--- src/rtl/midi_note_event_encoder_top_macros.svh ---
// assertion helpers, clocked on clk and disabled during rst
`ifndef MIDI_NOTE_EVENT_ENCODER_TOP_MACROS_SVH
`define MIDI_NOTE_EVENT_ENCODER_TOP_MACROS_SVH

`ifndef SYNTHESIS
`define MNEE_ASSERT_NOW(label, ante, cons) \
  label: assert property (@(posedge clk) disable iff (rst) (ante) |-> (cons)) \
    else $error("assertion failed");
`define MNEE_ASSERT_NEXT(label, ante, cons) \
  label: assert property (@(posedge clk) disable iff (rst) (ante) |=> (cons)) \
    else $error("assertion failed");
`else
`define MNEE_ASSERT_NOW(label, ante, cons)
`define MNEE_ASSERT_NEXT(label, ante, cons)
`endif

`endif

--- src/rtl/mnee_pkg.sv ---
`timescale 1ns / 1ps
`default_nettype none

package mnee_pkg;

  localparam int unsigned QUEUE_DEPTH = 4;

  localparam int unsigned DIV_W = 18;
  localparam int unsigned DIV_STAGES = 8;
  localparam int unsigned DIV_STEPS = 32 / DIV_STAGES;

  localparam logic [23:0] TEMPO_RESET = 24'd500000;
  localparam logic [9:0] MS_SCALE = 10'd1000;
  // floor(x / 3) = (x * RECIP3) >> 21 for x below 2^21
  localparam logic [19:0] RECIP3 = 20'd699051;
  localparam logic [31:0] VLQ_MAX = 32'h0FFF_FFFF;
  localparam logic [7:0] STATUS_ON = 8'h90;
  localparam logic [7:0] STATUS_OFF = 8'h80;
  localparam logic [7:0] VLQ_FULL = 8'hFF;
  localparam logic [7:0] VLQ_TAIL = 8'h7F;

  typedef struct packed {
    logic cmd;
    logic [3:0] channel;
    logic [31:0] delay_ms;
    logic [7:0] note_number;
    logic [7:0] velocity;
  } in_item_t;

  typedef struct packed {
    logic [7:0] out_byte;
    logic last_byte;
  } out_item_t;

  // one encoded event: bytes[0] goes out first, len is 4 to 7
  typedef struct packed {
    logic [6:0][7:0] bytes;
    logic [2:0] len;
  } ev_t;

endpackage

`default_nettype wire

--- src/rtl/mnee_front.sv ---
`timescale 1ns / 1ps
`default_nettype none

module mnee_front (
  input  wire logic               clk,
  input  wire logic               rst,
  input  wire logic               item_valid,
  output logic                    item_ready,
  input  wire mnee_pkg::in_item_t item,
  input  wire logic               cfg_valid,
  input  wire logic [23:0]        cfg_data,
  output logic                    ev_valid,
  input  wire logic               ev_ready,
  output mnee_pkg::ev_t           ev
);
  import mnee_pkg::*;

  typedef struct packed {
    logic cmd;
    logic [3:0] channel;
    logic [7:0] note_number;
    logic [7:0] velocity;
  } pass_t;

  typedef struct packed {
    logic [31:0] dq;
    logic [DIV_W-1:0] rem;
  } div_t;

  // DIV_STEPS restoring steps; dq shifts dividend out and quotient in
  function automatic div_t div_chunk(input logic [31:0] dq_in, input logic [DIV_W-1:0] rem_in,
                                     input logic [DIV_W-1:0] d);
    logic [31:0] q;
    logic [DIV_W:0] r;
    logic [DIV_W-1:0] rr;
    div_t res;
    q = dq_in;
    rr = rem_in;
    for (int i = 0; i < DIV_STEPS; i++) begin
      r = {rr, q[31]};
      q = {q[30:0], 1'b0};
      if (r >= {1'b0, d}) begin
        r = r - {1'b0, d};
        q[0] = 1'b1;
      end
      rr = r[DIV_W-1:0];
    end
    res.dq = q;
    res.rem = rr;
    return res;
  endfunction

  logic [23:0] tempo;
  logic [41:0] scale_prod;
  logic [38:0] recip_prod;
  logic [DIV_W-1:0] divisor;
  logic en;

  logic [DIV_STAGES:0] s_valid;
  logic [31:0] s_dq [DIV_STAGES+1];
  logic [DIV_W-1:0] s_rem [DIV_STAGES+1];
  logic [DIV_W-1:0] s_div [DIV_STAGES+1];
  logic [DIV_STAGES:0] s_sat;
  pass_t s_pass [DIV_STAGES+1];

  logic [31:0] quo;
  logic big;
  logic [6:0] grp [4];
  logic [2:0] n;
  logic [7:0] status;
  ev_t ev_next;

  assign en = !ev_valid || ev_ready;
  assign item_ready = en;

  always_ff @(posedge clk) begin
    if (rst) begin
      tempo <= TEMPO_RESET;
    end else if (cfg_valid) begin
      tempo <= cfg_data;
    end
  end

  // delay * 1000 keeps its low 32 bits; divisor = (tempo / 32) / 3
  assign scale_prod = {10'b0, item.delay_ms} * {32'b0, MS_SCALE};
  assign recip_prod = {20'b0, tempo[23:5]} * {19'b0, RECIP3};
  assign divisor = recip_prod[38:21];

  always_ff @(posedge clk) begin
    if (rst) begin
      s_valid[0] <= 1'b0;
    end else if (en) begin
      s_valid[0] <= item_valid;
    end
  end

  always_ff @(posedge clk) begin
    if (en) begin
      s_dq[0] <= scale_prod[31:0];
      s_rem[0] <= '0;
      s_div[0] <= divisor;
      s_sat[0] <= (divisor == '0);
      s_pass[0] <= '{cmd: item.cmd, channel: item.channel,
                     note_number: item.note_number, velocity: item.velocity};
    end
  end

  for (genvar k = 1; k <= DIV_STAGES; k++) begin : g_div
    div_t step;
    assign step = div_chunk(s_dq[k-1], s_rem[k-1], s_div[k-1]);

    always_ff @(posedge clk) begin
      if (rst) begin
        s_valid[k] <= 1'b0;
      end else if (en) begin
        s_valid[k] <= s_valid[k-1];
      end
    end

    always_ff @(posedge clk) begin
      if (en) begin
        s_dq[k] <= step.dq;
        s_rem[k] <= step.rem;
        s_div[k] <= s_div[k-1];
        s_sat[k] <= s_sat[k-1];
        s_pass[k] <= s_pass[k-1];
      end
    end
  end

  // classify: length of the quantity, then lay out the whole event
  assign quo = s_dq[DIV_STAGES];
  assign big = s_sat[DIV_STAGES] || (quo > VLQ_MAX);
  assign status = (s_pass[DIV_STAGES].cmd ? STATUS_ON : STATUS_OFF)
                  | {4'h0, s_pass[DIV_STAGES].channel};

  always_comb begin
    grp[0] = quo[6:0];
    grp[1] = quo[13:7];
    grp[2] = quo[20:14];
    grp[3] = quo[27:21];
    if (big || grp[3] != '0) begin
      n = 3'd4;
    end else if (grp[2] != '0) begin
      n = 3'd3;
    end else if (grp[1] != '0) begin
      n = 3'd2;
    end else begin
      n = 3'd1;
    end
    ev_next = '0;
    for (int i = 0; i < 4; i++) begin
      if (big) begin
        ev_next.bytes[i] = (i == 3) ? VLQ_TAIL : VLQ_FULL;
      end else if (3'(i) < n) begin
        ev_next.bytes[i] = {(3'(i) != n - 3'd1), grp[2'(n - 3'd1 - 3'(i))]};
      end
    end
    ev_next.bytes[n] = status;
    ev_next.bytes[n + 3'd1] = s_pass[DIV_STAGES].note_number;
    ev_next.bytes[n + 3'd2] = s_pass[DIV_STAGES].velocity;
    ev_next.len = n + 3'd3;
  end

  always_ff @(posedge clk) begin
    if (rst) begin
      ev_valid <= 1'b0;
    end else if (en) begin
      ev_valid <= s_valid[DIV_STAGES];
    end
  end

  always_ff @(posedge clk) begin
    if (en) begin
      ev <= ev_next;
    end
  end

endmodule

`default_nettype wire

--- src/rtl/mnee_queue.sv ---
`timescale 1ns / 1ps
`default_nettype none

module mnee_queue #(
  parameter int unsigned DEPTH = mnee_pkg::QUEUE_DEPTH
) (
  input  wire logic          clk,
  input  wire logic          rst,
  input  wire logic          in_valid,
  output logic               in_ready,
  input  wire mnee_pkg::ev_t in_ev,
  output logic               out_valid,
  input  wire logic          out_ready,
  output mnee_pkg::ev_t      out_ev
);
  import mnee_pkg::*;

  localparam int unsigned PTR_W = $clog2(DEPTH);
  localparam int unsigned CNT_W = $clog2(DEPTH + 1);

  ev_t mem [DEPTH];
  logic [PTR_W-1:0] wr_ptr;
  logic [PTR_W-1:0] rd_ptr;
  logic [CNT_W-1:0] count;
  logic push;
  logic pop;

  assign in_ready = (count != CNT_W'(DEPTH));
  assign out_valid = (count != '0);
  assign push = in_valid && in_ready;
  assign pop = out_valid && out_ready;
  assign out_ev = mem[rd_ptr];

  always_ff @(posedge clk) begin
    if (rst) begin
      wr_ptr <= '0;
      rd_ptr <= '0;
      count <= '0;
    end else begin
      if (push) begin
        wr_ptr <= (wr_ptr == PTR_W'(DEPTH - 1)) ? '0 : wr_ptr + 1'b1;
      end
      if (pop) begin
        rd_ptr <= (rd_ptr == PTR_W'(DEPTH - 1)) ? '0 : rd_ptr + 1'b1;
      end
      if (push && !pop) begin
        count <= count + 1'b1;
      end else if (pop && !push) begin
        count <= count - 1'b1;
      end
    end
  end

  always_ff @(posedge clk) begin
    if (push) begin
      mem[wr_ptr] <= in_ev;
    end
  end

`include "midi_note_event_encoder_top_macros.svh"

  `MNEE_ASSERT_NOW(a_count_bound, 1'b1, count <= CNT_W'(DEPTH))
  `MNEE_ASSERT_NEXT(a_count_up, push && !pop, count == $past(count) + 1'b1)
  `MNEE_ASSERT_NEXT(a_count_down, pop && !push, count == $past(count) - 1'b1)

endmodule

`default_nettype wire

--- src/rtl/mnee_back.sv ---
`timescale 1ns / 1ps
`default_nettype none

module mnee_back (
  input  wire logic          clk,
  input  wire logic          rst,
  input  wire logic          ev_valid,
  output logic               ev_ready,
  input  wire mnee_pkg::ev_t ev,
  output logic               result_valid,
  input  wire logic          result_ready,
  output mnee_pkg::out_item_t result
);
  import mnee_pkg::*;

  logic [2:0] idx;
  logic load;
  logic is_last;

  assign load = ev_valid && (!result_valid || result_ready);
  assign is_last = (idx == ev.len - 3'd1);
  assign ev_ready = load && is_last;

  always_ff @(posedge clk) begin
    if (rst) begin
      result_valid <= 1'b0;
      idx <= '0;
    end else if (load) begin
      result_valid <= 1'b1;
      idx <= is_last ? '0 : idx + 3'd1;
    end else if (result_ready) begin
      result_valid <= 1'b0;
    end
  end

  always_ff @(posedge clk) begin
    if (load) begin
      result.out_byte <= ev.bytes[idx];
      result.last_byte <= is_last;
    end
  end

`include "midi_note_event_encoder_top_macros.svh"

  `MNEE_ASSERT_NOW(a_len_range, ev_valid, ev.len >= 3'd4)
  `MNEE_ASSERT_NOW(a_idx_range, ev_valid, idx < ev.len)
  `MNEE_ASSERT_NEXT(a_idx_clear, ev_ready, idx == '0 && result_valid && result.last_byte)

endmodule

`default_nettype wire

--- src/rtl/midi_note_event_encoder_top.sv ---
// channel  | handshake               | payload
// item     | item_valid/item_ready   | in_item_t: cmd, channel, delay_ms, note_number, velocity
// result   | result_valid/result_ready | out_item_t: out_byte, last_byte
// cfg      | cfg_valid/cfg_ready     | cfg_data: quarter note microseconds
// one item enters per cycle unless stalled; 4 to 7 result bytes leave per item at one byte
//   a cycle while result_ready holds, so the back-end byte sequencer sets the sustained rate
// from accept to first byte an item passes the input register, the divide stages,
//   the classify register, the queue and the result register
// rst is synchronous; it empties the pipeline and queue and loads the tempo 500000
// a stalled result backs up into the queue and then holds the divide pipeline;
//   cfg_ready is always high
`timescale 1ns / 1ps
`default_nettype none

module midi_note_event_encoder_top #(
  parameter int unsigned QUEUE_DEPTH = mnee_pkg::QUEUE_DEPTH
) (
  input  wire logic                clk,
  input  wire logic                rst,
  input  wire logic                item_valid,
  output logic                     item_ready,
  input  wire mnee_pkg::in_item_t  item,
  output logic                     result_valid,
  input  wire logic                result_ready,
  output mnee_pkg::out_item_t      result,
  input  wire logic                cfg_valid,
  output logic                     cfg_ready,
  input  wire logic [23:0]         cfg_data
);
  import mnee_pkg::*;

  // classified events between front end and queue
  logic f_valid;
  logic f_ready;
  ev_t f_ev;

  // queue to byte sequencer
  logic q_valid;
  logic q_ready;
  ev_t q_ev;

  // tempo register always takes a write
  assign cfg_ready = 1'b1;

  // front end: scale, pipelined divide, vlq classify
  mnee_front u_front (
    .clk        (clk),
    .rst        (rst),
    .item_valid (item_valid),
    .item_ready (item_ready),
    .item       (item),
    .cfg_valid  (cfg_valid),
    .cfg_data   (cfg_data),
    .ev_valid   (f_valid),
    .ev_ready   (f_ready),
    .ev         (f_ev)
  );

  // short queue so the sequencer and the divider stall independently
  mnee_queue #(
    .DEPTH (QUEUE_DEPTH)
  ) u_queue (
    .clk       (clk),
    .rst       (rst),
    .in_valid  (f_valid),
    .in_ready  (f_ready),
    .in_ev     (f_ev),
    .out_valid (q_valid),
    .out_ready (q_ready),
    .out_ev    (q_ev)
  );

  // back end: one byte per cycle into the result register unless the result is stalled
  mnee_back u_back (
    .clk          (clk),
    .rst          (rst),
    .ev_valid     (q_valid),
    .ev_ready     (q_ready),
    .ev           (q_ev),
    .result_valid (result_valid),
    .result_ready (result_ready),
    .result       (result)
  );

endmodule

`default_nettype wire

--- config.mk ---
export PLATFORM = sky130hd
export DESIGN_NAME = midi_note_event_encoder_top
export DESIGN_NICKNAME = d
export VERILOG_FILES = /design/src/rtl/mnee_pkg.sv /design/src/rtl/mnee_front.sv /design/src/rtl/mnee_queue.sv /design/src/rtl/mnee_back.sv /design/src/rtl/midi_note_event_encoder_top.sv
export VERILOG_INCLUDE_DIRS = /design/src /design/src/rtl
export SDC_FILE = /design/constraint.sdc
export NUM_CORES = 2
export LEC_CHECK = 0
export BUFFER_PORTS_ARGS = -buffer_cell sky130_fd_sc_hd__buf_2
export CORE_MARGIN = 4
export CORE_UTILIZATION = 55
export DETAILED_ROUTE_END_ITERATION = 12
export PLACE_DENSITY_LB_ADDON = 0.25
export SYNTH_ARGS = -nofsm -noshare
export SYNTH_HDL_FRONTEND = slang
export SYNTH_HIERARCHICAL = 1
export SYNTH_SLANG_ARGS = --single-unit
--- constraint.sdc ---
create_clock -name clk -period 47.5 [get_ports clk]
set_input_delay 2.375 -clock clk [delete_from_list [all_inputs] [get_ports clk]]
set_output_delay 2.375 -clock clk [all_outputs]
set_load 0.01 [all_outputs]
# Word level (Yosys, flattened, before mapping)
# Memories as Yosys holds them, arrays and structs flattened. A register that Yosys moved wholly into a read port is not among the register bits.
# Index checks and enable logic that the tools add are counted.
[word_totals] in_bits=82 ram_bits=1037 romBits=0 mem_count=5 register_bits=122 latch_bits=0 out_inout_bits=12
[classes] shifts=0 mux=112 n_div=0 n_bitwise=5 n_reduce_logical=25 n_addsub=45 mul=2 order_cmp=48 n_eq_ne=7
[memory_table] memory="u_front.s_dq" depth=9 word_bits=32 rd=9 rd_ports_with_merged_regs=0 wr=9 line_no="mnee_front.sv:60" text="logic [31:0] s_dq [DIV_STAGES+1];"
[memory_table] memory="u_queue.mem" depth=4 word_bits=59 rd=1 rd_ports_with_merged_regs=1 wr=1 line_no="mnee_queue.sv:21" text="ev_t mem [DEPTH];"
[memory_table] memory="u_front.s_pass" depth=9 word_bits=21 rd=9 rd_ports_with_merged_regs=0 wr=9 line_no="mnee_front.sv:64" text="pass_t s_pass [DIV_STAGES+1];"
[memory_table] memory="u_front.s_div" depth=9 word_bits=18 rd=8 rd_ports_with_merged_regs=0 wr=9 line_no="mnee_front.sv:62" text="logic [DIV_W-1:0] s_div [DIV_STAGES+1];"
[memory_table] memory="u_front.s_rem" depth=9 word_bits=18 rd=8 rd_ports_with_merged_regs=0 wr=9 line_no="mnee_front.sv:61" text="logic [DIV_W-1:0] s_rem [DIV_STAGES+1];"
[op_table] op="$ge A19 B18 Y1" count=32
[op_table] op="$mux W18" count=32
[op_table] op="$sub A18 B18 Y18" count=32
[op_table] op="$bwmux W56" count=3
[op_table] op="$mux W8" count=12
[op_table] op="$demux W8 S3" count=3
[op_table] op="$bmux W7 S2" count=4
[op_table] op="$mux W7" count=8
[op_table] op="$mul A19 B20 Y39 const B" count=1
[op_table] op="$mux W1" count=38
[op_table] op="$gt A32 B28 Y1 const B" count=1
[op_table] op="$mul A32 B7 Y29 const B" count=1
[op_table] op="$bmux W8 S3" count=1
[op_table] op="$reduce_bool A7 Y1" count=3
[op_table] op="$logic_not A18 Y1" count=1
[op_table] op="$lt A3 B4 Y1 const B" count=4
[op_table] op="$mux W3" count=5
[op_table] op="$ge A3 B3 Y1 const B" count=4
[op_table] op="$not A2 Y3" count=4
[op_table] op="$mux W2" count=5
[op_table] op="$add A3 B1 Y3 const B" count=3
[op_table] op="$ge A3 B1 Y1 const B" count=3
[op_table] op="$logic_and A1 B1 Y1" count=9
[op_table] op="$sub A3 B1 Y3 const B" count=3
[op_table] op="other kinds (17)" count=32

# Logic depth before layout (Yosys ltp)
# An unclocked memory read counts as a cell.
[logic_depth] word_depth=16 depth_mapped=55 ltp_nobuf=50

# Cells and area by module
# Netlist, hierarchy kept.
[modules_own_cells] mod="mnee_front" area_per_inst_um2=66699.0 seq_area_each_um2=24333.3 instances=1 cells_per_inst=6485
[modules_own_cells] mod="mnee_queue" area_per_inst_um2=8983.6 seq_area_each_um2=7267.0 instances=1 cells_per_inst=357
[modules_own_cells] mod="mnee_back" area_per_inst_um2=1001.0 seq_area_each_um2=350.3 instances=1 cells_per_inst=95
[modules_own_cells] mod="midi_note_event_encoder_top" area_per_inst_um2=11.3 seq_area_each_um2=0.0 instances=1 cells_per_inst=2

# Worst setup path before layout
# Ideal clock, no wire load.
[synth_path] path_kind="register to register" from="register u_queue.count[1]" to="register u_front/ev[0] in the netlist's numbering, enable pin" stages_incl_launch_ff=5 slack_ps=25961 synth_period_minus_slack_ps=21539 required_time_ps=41314 arrival_ps=15353 n_path_buf=1 setup_time_ps=6186 cell_sequence="dfxtp_1 -> or3b_1 -> buf_6 -> nor2b_1 -> clkinv_1"
[synth_between] elab_chain_len=2
[synth_rtl] item="from (decl)" line_no="mnee_queue.sv:24" text="logic [CNT_W-1:0] count;"
[synth_rtl] item="from (signal assigned)" line_no="mnee_queue.sv:47" text="count <= count + 1'b1;"
[synth_rtl] item="from (signal assigned)" line_no="mnee_queue.sv:49" text="count <= count - 1'b1;"
[synth_rtl] item="$ne A3 B3 Y1" line_no="mnee_queue.sv:28" text="assign in_ready = (count != CNT_W'(DEPTH));"
[synth_rtl] item="via f_ready" line_no="midi_note_event_encoder_top.sv:34" text="logic f_ready;"
[synth_rtl] item="$logic_or A1 B1 Y1" line_no="mnee_front.sv:73" text="assign en = !ev_valid || ev_ready;"
[synth_rtl] item="via item_ready" line_no="midi_note_event_encoder_top.sv:21" text="output logic item_ready,"
[synth_rtl] item="to (signal assigned)" line_no="mnee_front.sv:175" text="ev <= ev_next;"
[synth_rtl] item="to (decl)" line_no="mnee_front.sv:14" text="output mnee_pkg::ev_t ev"
# The timed path passes the listed nets, and every way through them passes these cells.
# A chain may end at the register's enable or synchronous reset.

==> summary.txt <==
Timing
  • Clock Skew: just under 0.07 ns
  • Final setup vio count: 0
  • Normalized max-slew margin: between 20% and 30%
  • Measured slew at the worst slew-check pin: roughly 1.1 ns
  • Final setup TNS: 0 ns
  • Fin. Hold Viols: 0
  • Final period utilization: 30.2%
  • Final min period: around 14 ns
  • RSZ-0062 raised after global routing: false
  • Worst setup margin: ~33 ns
  • Max Fclk: ~70 MHz
  • Slew Viols, Final: 0

Worst setup path
  • Arr. time, crit path: around 15 ns
  • Largest delay contributor family on the critical path: compound AO/OA/AOI/OAI gates
  • Crit start category: flop
  • R2R Path Start: u_front/s_div[0][60]
  • Critical path capture point type: flop
  • CP Class: reg2reg
  • Crit path top cell by count: inv_1
  • Crit path depth: 46
  • Slowest stage delay, CP: 0.78 ns
  • Worst reg2reg endpoint: u_front/s_rem[0][75]
  • Worst Setup EP: u_front/s_rem[0][75]
  • CP Max Fanout: 25
  • Crit path required time: 47.94 ns
  • WP buf/inv: 7
  • Reg2reg setup slack: about 33 ns
  • CP max stage cell: nand2_1
  • CP startpoint: u_front/s_div[0][60]
  • Worst R2R Path Depth: between 40 and 50

Synthesis
  • Flops & latches, synth: about 1,100
  • Synth Flop Type: edfxtp_1
  • EDFF count, synth: roughly 1,000
  • Post-synthesis async set-or-reset flop share: 0%
  • Synthesized Nets: ~8,000
  • Post-synthesis sequential area ratio: 41.7%
  • Mapped Cells: 6,939
  • Synth cell types: 112
  • Avg Synthesized Cell Area: 11.1 um^2
  • YS warnings: 6
  • Post-Syn Area: ~0.077 mm^2

Place
  • PortBufs: between 80 and 90
  • GPL Wtd Cong: roughly 0.95
  • Detailed Place HPWL: 139,000 um
  • DP Worst Slack: between 30 and 40 ns

Routing
  • Routed vias: between 50,000 and 60,000
  • WL final: 180,000 um
  • Drt drc: 0
  • Wire per inst: 20.0 um
  • DRT iter0 DRCs: about 4,200
  • Detail Route Antenna Nets: 0
  • Vias per cell: 5.99
  • Drt first pass iters: 6

Status
  • Status: finished clean

Floorplan
  • Row cnt: approximately 140
  • Die Ht: roughly 380 um
  • DIE AREA: 0.145 mm^2
  • Core Footprint: 0.138 mm^2
  • Initial Util: about 56%
  • Die W: approximately 380 um
  • # IOs: 94

Cells and area
  • Layout cells sized above 1: under 10%
  • Final nets: 8,101
  • Commonest non-fill, non-tap cells in the layout: edfxtp_1, ha_1, inv_1
  • Commonest non-fill, non-tap cell in the layout: edfxtp_1
  • Area grow syn2layout: 8.05%
  • Antenna diodes: 0
  • Final core occ: about three fifths
  • Fill count: 11,200

Clock network
  • Post-CTS Setup Inserts: 0
  • Root Buffer: clkbuf_16
  • CTS tree: done
  • CTS Sinks: 1,078
  • Cts repair resizes: 0
  • Clock slew seen by the registers of the worst setup and hold paths: roughly 0.060 ns
  • Worst-Skew Late Latency: 0.76 ns
  • Hold_buf cts: 0
  • Maximum root-to-sink buffer count: 3
  • CTS buffer count: between 100 and 150
  • # H-tree levels: 3

Flow run
  • Max_cap viols: 0

Global route
  • First-pass GRT wire length: approximately 290,000 um
  • All-Layer GR Usage: between 20 and 25%
  • Grt total ovfl: 0
  • Initial antenna violation count: 0
  • Vias in the first global route: around 52,000
  • Largest net degree at the start of global routing: 157

Hold path
  • Hold Crit Class: reg2reg
==> final cells by class <==
cell class / count / area, um^2 / share of cell area, %
sequential: 1078 / 32000 / 38.6
timing repair buffer: 129 / 771 / 0.930
tap: 1863 / 2330 / 2.81
inverter: 599 / 2260 / 2.72
clock buffer: 128 / 2820 / 3.40
multi-input combinational: 5121 / 41900 / 50.5
clock inverter: 75 / 847 / 1.02
==> synth_stat cells (40+ instances only) <==
cell         n  area, um^2
a21oi_1    473        2370
ha_1       757        9470
mux2_2     179        2020
nand4_1     75         469
o211ai_1    49         368
inv_1      588        2210
o21a_1      66         495
a21o_1     243        1820
xnor2_1    294        2570
fa_1       224        4480
nor2b_1    112         701
a31oi_1     62         388
nand2b_1    72         450
o21ai_0    340        1700
a211oi_1    50         375
xor2_1     163        1430
nand3_1    122         611
nor2_1     424        1590
o21bai_1    49         368
nand2_1    416        1560
edfxtp_1  1036       31100
mux2i_1    120        1200
dfxtp_1     42         841
mux4_2      67        1510
nor3_1     110         551
and2_1      46         288
and3_1      59         369
o221ai_1    40         350
clkbuf_1    90         338
==> registers in the layout, indices dropped and copies added (netlist names), 2 cells and up, named ones only <==
register         count
u_back/idx           3
u_back/result        9
u_front/ev          59
u_front/s_div      144
u_front/s_dq       264
u_front/s_pass     189
u_front/s_rem      126
u_front/s_sat        9
u_front/s_valid      9
u_front/tempo       19
u_queue/count        3
u_queue/mem        236
u_queue/rd_ptr       2
u_queue/wr_ptr       2
==> metal layers <==
layer  part of all wire, %  vias to the layer above  global-route usage [%]
met5                     0                        -                       0
met4                   2.6                        0                    6.96
met3                   5.3                      257                    3.10
met2                    48                     1478                    40.9
met1                    44                    26100                    33.3
li1                      -                    26000                       -
==> how the worst min path moves through the flow <==
stage               slack, ns                   start                endpoint  cells past startpoint
finish                   0.38   u_front/s_pass[0][48]   u_front/s_pass[0][69]                      0
global route             0.40    u_front/s_dq[0][131]    u_front/s_dq[0][167]                      0
CTS                      0.37   u_front/s_pass[0][48]   u_front/s_pass[0][69]                      0
detailed placement       0.40     u_front/s_dq[0][79]    u_front/s_dq[0][115]                      0
global placement         0.40  u_front/s_pass[0][130]  u_front/s_pass[0][151]                      0
floorplan                0.40     u_front/s_dq[0][64]    u_front/s_dq[0][100]                      0
==> metrics by stage <==
step	instances	instance area (um^2)	hold WS, ns
after floorplan	6939	76700	0.400
after global placement	8790	79200	0.400
after detailed placement	8790	79200	0.405
after CTS	8993	82900	0.373
after global routing	8993	82900	0.400
final	8993	82900	0.376
==> logic make-up after synthesis <==
| kind of cell | after synthesis | synth area share (%) |
|---|---|---|
| flops | 1078 | 41.7 |
| simple gates | 1617 | 10.3 |
| mux | 373 | 6.27 |
| other cells | 1 | 0.00489 |
| xor+xnor | 459 | 5.26 |
| compound gates | 1690 | 14.5 |
| buf+inv | 740 | 3.74 |
| fa+ha+maj | 981 | 18.2 |
Power is not shown: default switching activity piles up to over one toggle a cycle in this logic, so the estimate is an artifact.
